--- src/hdl/srva_pkg.sv ---
package srva_pkg;

  // Number of section slots, one cell of the search chain per slot.
  localparam int unsigned MAX_SECTIONS = 16;
  // Width of the per-request countdown of slots still to be searched.
  localparam int unsigned CNT_W = $clog2(MAX_SECTIONS + 1);

  localparam int unsigned ADDR_W      = 32;
  localparam int unsigned SECT_CNT_W  = 5;
  localparam int unsigned SLOT_W      = 4;
  localparam int unsigned CFG_IDX_W   = 2;

  localparam logic KIND_LOAD      = 1'b0;
  localparam logic KIND_TRANSLATE = 1'b1;

  localparam logic [CFG_IDX_W-1:0] CFG_HEADER_SIZE   = 2'd0;
  localparam logic [CFG_IDX_W-1:0] CFG_SECTION_COUNT = 2'd1;
  localparam logic [CFG_IDX_W-1:0] CFG_FILE_SIZE     = 2'd2;

  typedef enum logic [1:0] {
    REGION_HEADER   = 2'd0,
    REGION_HIT      = 2'd1,
    REGION_PADDING  = 2'd2,
    REGION_UNMAPPED = 2'd3
  } region_e;

  // One section entry as it arrives with a load request.
  typedef struct packed {
    logic [ADDR_W-1:0] virt_start;
    logic [ADDR_W-1:0] virt_length;
    logic [ADDR_W-1:0] raw_length;
    logic [ADDR_W-1:0] raw_start;
  } entry_t;

  // Translate request travelling down the chain of cells.
  typedef struct packed {
    logic              done;
    logic [CNT_W-1:0]  remaining;
    logic [ADDR_W-1:0] rva;
    region_e           region;
    logic [ADDR_W-1:0] offset;
  } token_t;

endpackage

--- src/hdl/srva_cell.sv ---
module srva_cell (
  input  logic              clk_i,
  input  logic              rst_ni,
  input  logic              load_en_i,
  input  srva_pkg::entry_t  load_entry_i,
  input  logic              tok_valid_i,
  input  srva_pkg::token_t  tok_i,
  output logic              tok_valid_o,
  output srva_pkg::token_t  tok_o
);

  // The entry is kept in a form that lets every test run in parallel:
  // both ends at 33 bits so they never wrap, and the start-to-raw bias.
  logic [srva_pkg::ADDR_W-1:0] vstart_q, vstart_d;
  logic [srva_pkg::ADDR_W:0]   vend_q, vend_d;
  logic [srva_pkg::ADDR_W:0]   rend_q, rend_d;
  logic [srva_pkg::ADDR_W-1:0] bias_q, bias_d;

  logic                        tok_valid_q;
  srva_pkg::token_t            tok_q, tok_d;
  logic                        active;
  logic                        hit;
  logic                        pad;
  logic [srva_pkg::ADDR_W:0]   rva_ext;

  always_comb begin
    vstart_d = load_entry_i.virt_start;
    vend_d   = {1'b0, load_entry_i.virt_start} + {1'b0, load_entry_i.virt_length};
    rend_d   = {1'b0, load_entry_i.virt_start} + {1'b0, load_entry_i.raw_length};
    bias_d   = load_entry_i.raw_start - load_entry_i.virt_start;
  end

  always_ff @(posedge clk_i) begin
    if (load_en_i) begin
      vstart_q <= vstart_d;
      vend_q   <= vend_d;
      rend_q   <= rend_d;
      bias_q   <= bias_d;
    end
  end

  always_comb begin
    rva_ext = {1'b0, tok_i.rva};
    active  = (tok_i.remaining != '0);
    hit     = !tok_i.done && active && (tok_i.rva >= vstart_q) && (rva_ext < vend_q);
    pad     = (rva_ext >= rend_q);

    tok_d = tok_i;
    if (active) begin
      tok_d.remaining = tok_i.remaining - srva_pkg::CNT_W'(1);
    end
    if (hit) begin
      tok_d.done = 1'b1;
      if (pad) begin
        tok_d.region = srva_pkg::REGION_PADDING;
        tok_d.offset = '0;
      end else begin
        tok_d.region = srva_pkg::REGION_HIT;
        tok_d.offset = tok_i.rva + bias_q;
      end
    end
  end

  always_ff @(posedge clk_i or negedge rst_ni) begin
    if (!rst_ni) begin
      tok_valid_q <= 1'b0;
    end else begin
      tok_valid_q <= tok_valid_i;
    end
  end

  always_ff @(posedge clk_i) begin
    tok_q <= tok_d;
  end

  assign tok_valid_o = tok_valid_q;
  assign tok_o       = tok_q;

endmodule

--- config.mk ---
export PLATFORM = sky130hd
export DESIGN_NAME = srva_cell
export DESIGN_NICKNAME = d
export VERILOG_FILES = /design/src/hdl/srva_pkg.sv /design/src/hdl/srva_cell.sv
export SDC_FILE = /design/constraint.sdc
export NUM_CORES = 1
export LEC_CHECK = 0
export BUFFER_PORTS_ARGS = -buffer_cell sky130_fd_sc_hd__clkbuf_2
export CAP_MARGIN = 15
export CORE_AREA = 2 2 182 139
export DETAILED_ROUTE_END_ITERATION = 16
export DIE_AREA = 0 0 184 141
export PLACE_DENSITY_LB_ADDON = 0.05
export REMOVE_ABC_BUFFERS = 1
export SLEW_MARGIN = 0
export SYNTH_ARGS = -nofsm -noshare
export SYNTH_HDL_FRONTEND = slang
export SYNTH_SLANG_ARGS = --single-unit
--- constraint.sdc ---
create_clock -name clk_i -period 4.6 [get_ports clk_i]
set_input_delay 0.69 -clock clk_i [delete_from_list [all_inputs] [get_ports clk_i]]
set_output_delay 0.69 -clock clk_i [all_outputs]
set_load 0.1 [all_outputs]
==> flow_summary_export.csv <==
group,metric,value,unit
clock_tree,cts.htree.levels,1,
cells_and_area,diodes,0,
cells_and_area,utilization,70.82,%
routing,drc_errors,0,
flow_run,cap_violations,0,
timing,report.final.slew_viol_count,0,
routing,wirelength,39.82,mm
clock_tree,post_cts_buffers,0,
die,core_area,24400,µm²
timing,worst_slew_pin_slew,0.8226,ns
place,place_congestion,0.9410,
timing,finalSetupViolations,0,
yosys,synth_edf_count,130,
cells_and_area,final_nets,2242,
place,portBuffers,276,
cells_and_area,regArea,5370,µm²
timing,slew_headroom,44.74,%
die,dieArea,25940,µm²
timing,timing_hold_violations_final,0,
global_routing,grt_pass1_wl,60.91,mm
clock_tree,cts_tree,"done",
run_status,status,"finished, final reports clean",
global_routing,grt_pass1_vias,11697,
routing,first_iter_violations,1091,
yosys,ys_seq_area_share,36.39,%
cells_and_area,fillCellCount,1898,
clock_tree,clk_pin_slew,0.06,ns
worst_setup_path,worstPathArrival,3.64,ns
worst_setup_path,r2r_start,"bias_q[0]$_DFFE_PP_",
clock_tree,cts_buffers,23,
worst_setup_path,rr_endpoint,"tok_o[30]$_DFF_P_",
die,die_x,184,µm
cells_and_area,multi_input_area,8670,µm²
die,die_y,141,µm
worst_setup_path,startpoint,"load_entry_i[96]",
min_path,hp-class,"in2reg",
timing,fin_crit,3.384,ns
timing,finalCritPeriodShare,73.56,%
routing,vias_per_cell,5.965,
yosys,syn_inst,1532,
timing,fin_skew,0.01446,ns
yosys,synth-async-reset-ratio,0.4926,%
pwr,vdd_drop_max,0.2710,mV
worst_setup_path,worst_ep_required_time,4.86,ns
worst_setup_path,startpoint_type,"input pin",
die,start_util,60.49,%
pwr,pwr_density_cell,383.6,nW/µm²
pwr,p_leak,8.384,nW
die,num_rows,50,
global_routing,grt_overflow,0,
timing,fin_setup_tns,0,ns
yosys,synth_cell_type_count,72,
worst_setup_path,path_max_fanout,4,
routing,vias,12772,
yosys,ys_seq_elements,203,
routing,first_pass_iters,6,
clock_tree,ctsRootBufferMaster,"clkbuf_16",
routing,wl_per_cell,18.60,µm
yosys,synth_ff_type,"edfxtp_1",
worst_setup_path,regToRegSetupSlack,1.53,ns
worst_setup_path,r2r_cells,12,
yosys,syn_area,14760,µm²
global_routing,grt_max_degree,100,
cells_and_area,layout-area-overhead-vs-synth,17.08,%
clock_tree,clock_path_buffers,3,
cells_and_area,drive_gt1_share,17.99,%
worst_setup_path,crit_type,"in2reg",
yosys,yosys_warnings,0,
clock_tree,cts_sinks,203,
worst_setup_path,cp-end-kind,"register",
global_routing,grtUsageTotal,29.99,%
place,dpl.hpwl,32.42,mm
timing,max_clock_freq,295.5,MHz
yosys,syn_avg_cell_area,9.633,µm²
die,io_pins,277,
routing,antenna_left,0,
clock_tree,clk_latency,0.51,ns
timing,rsz0062_at_grt,"false",
worst_setup_path,crit_end,"vend_q[28]$_DFFE_PP_",
global_routing,antenna_found_initial,0,
## sequential cells by signal, summed over array words and instances (netlist names)
name / cells
tok_o: 72
rend_q: 33
vend_q: 33
bias_q: 32
vstart_q: 32
tok_valid_o: 1
## cell usage in the layout (no fill, tap or decap), drive strengths merged, types with 29 or more instances in the layout
master,count
ha,222
nand2,69
xnor2,68
clkbuf,304
inv,168
edfxtp,130
a22o,31
nand4,29
xor2,40
nor2,76
a21oi,135
a21o,86
o21ai,78
dfxtp,72
## synth_stat cells, drive strengths merged (6+ instances only)
cell type | instances | area (µm²)
ha | 222 | 2778
inv | 165 | 619.3
a21oi | 135 | 683.2
edfxtp | 130 | 3904
a21o | 86 | 645.6
o21ai | 78 | 394.1
nor2 | 76 | 285.3
dfxtp | 72 | 1441
nand2 | 69 | 259.0
xnor2 | 68 | 595.6
xor2 | 40 | 350.3
a22o | 31 | 271.5
nand4 | 29 | 181.4
clkbuf | 27 | 101.4
a211oi | 22 | 165.2
nand3 | 22 | 110.1
nand2b | 21 | 131.4
a31oi | 20 | 125.1
nor3 | 20 | 105.1
nor2b | 19 | 118.9
o21a | 15 | 112.6
and3 | 14 | 87.58
o21bai | 14 | 105.1
and2 | 13 | 81.33
o211ai | 13 | 97.59
o31ai | 11 | 82.58
nor4 | 8 | 50.05
o41ai | 6 | 52.55
## worst min-delay path by stage
stage	start	to	cells past startpoint	slack, ns
6_report	tok_valid_i	tok_valid_o$_DFF_PN0_	1	0.29
5_1_grt	tok_valid_i	tok_valid_o$_DFF_PN0_	1	0.27
4_1_cts	tok_valid_i	tok_valid_o$_DFF_PN0_	1	0.27
3_5_place_dp	rst_ni	tok_valid_o$_DFF_PN0_	1	0.47
3_3_place_gp	rst_ni	tok_valid_o$_DFF_PN0_	1	0.47
2_1_floorplan	rst_ni	tok_valid_o$_DFF_PN0_	0	0.39
## metrics by stage
stage	cells	area, µm²	total power [W]	setup slack, ns	hold slack (ns)
3_3_place_gp	2098	16490	0.004709	0.8856	0.4652
2_1_floorplan	1504	14650	0.004146	1.132	0.3944
4_1_cts	2141	17280	0.006633	1.274	0.2676
6_report	2141	17280	0.006628	1.216	0.2865
3_5_place_dp	2098	16490	0.004764	0.7613	0.4705
5_1_grt	2141	17280	0.006977	1.032	0.2681
## cell families (layout without fill, tap and decap cells)
group,count (synthesis),count (layout),synth area share [%]
xor+xnor,108,108,6.410
flops,203,203,36.39
mux,3,3,0.2120
fa+ha+maj,226,226,19.36
buf+inv,193,490,4.909
simple gates,315,315,10.84
compound gates,484,484,21.87
## power by group
part	total, W	internal (W)	switching (W)
sequential	0.00230	0.00223	0.0000726
clock	0.00186	0.00111	0.000752
combinational	0.00247	0.000844	0.00162
total	0.00663	0.00418	0.00245
## final cells by class
| cell class | instances | share of cell area (%) |
|---|---|---|
| clock buffers | 29 | 3.700 |
| multi-input cells | 1136 | 50.17 |
| inverters | 165 | 3.584 |
| flip-flops and latches | 203 | 31.08 |
| repair buffers | 283 | 8.400 |
| well taps | 312 | 2.259 |
| clock inverters | 13 | 0.8038 |
## routing by layer
metal  track usage, %  vias to the layer above  part of all wire [%]  wire length (µm)
li1                 -                     6241                     -                 -
met1            45.46                     5896                    47             18680
met2            45.50                      581                    42             16680
met3            4.030                       54                   9.4              3739
met4            6.695                        0                   1.8               721
met5                0                        -                     0                 0
## critical path, cell delays in order
cell       delay, ns
clkbuf_2        0.13
ha_1            0.23
fa_1            0.41
a21oi_1         0.20
o21ai_1         0.12
a2111oi_0       0.66
o31ai_1         0.30
nor3b_1         0.22
o22ai_1         0.34
o21bai_1        0.17
xor2_1          0.16
## timing repair
| item | CTS | global route |
|---|---|---|
| endpoints found under the hold margin | 1 | 0 |
| hold buffers | 1 | 0 |
| resized for setup | 0 | 0 |
No activity file was read; power rests on OpenSTA's default activity.
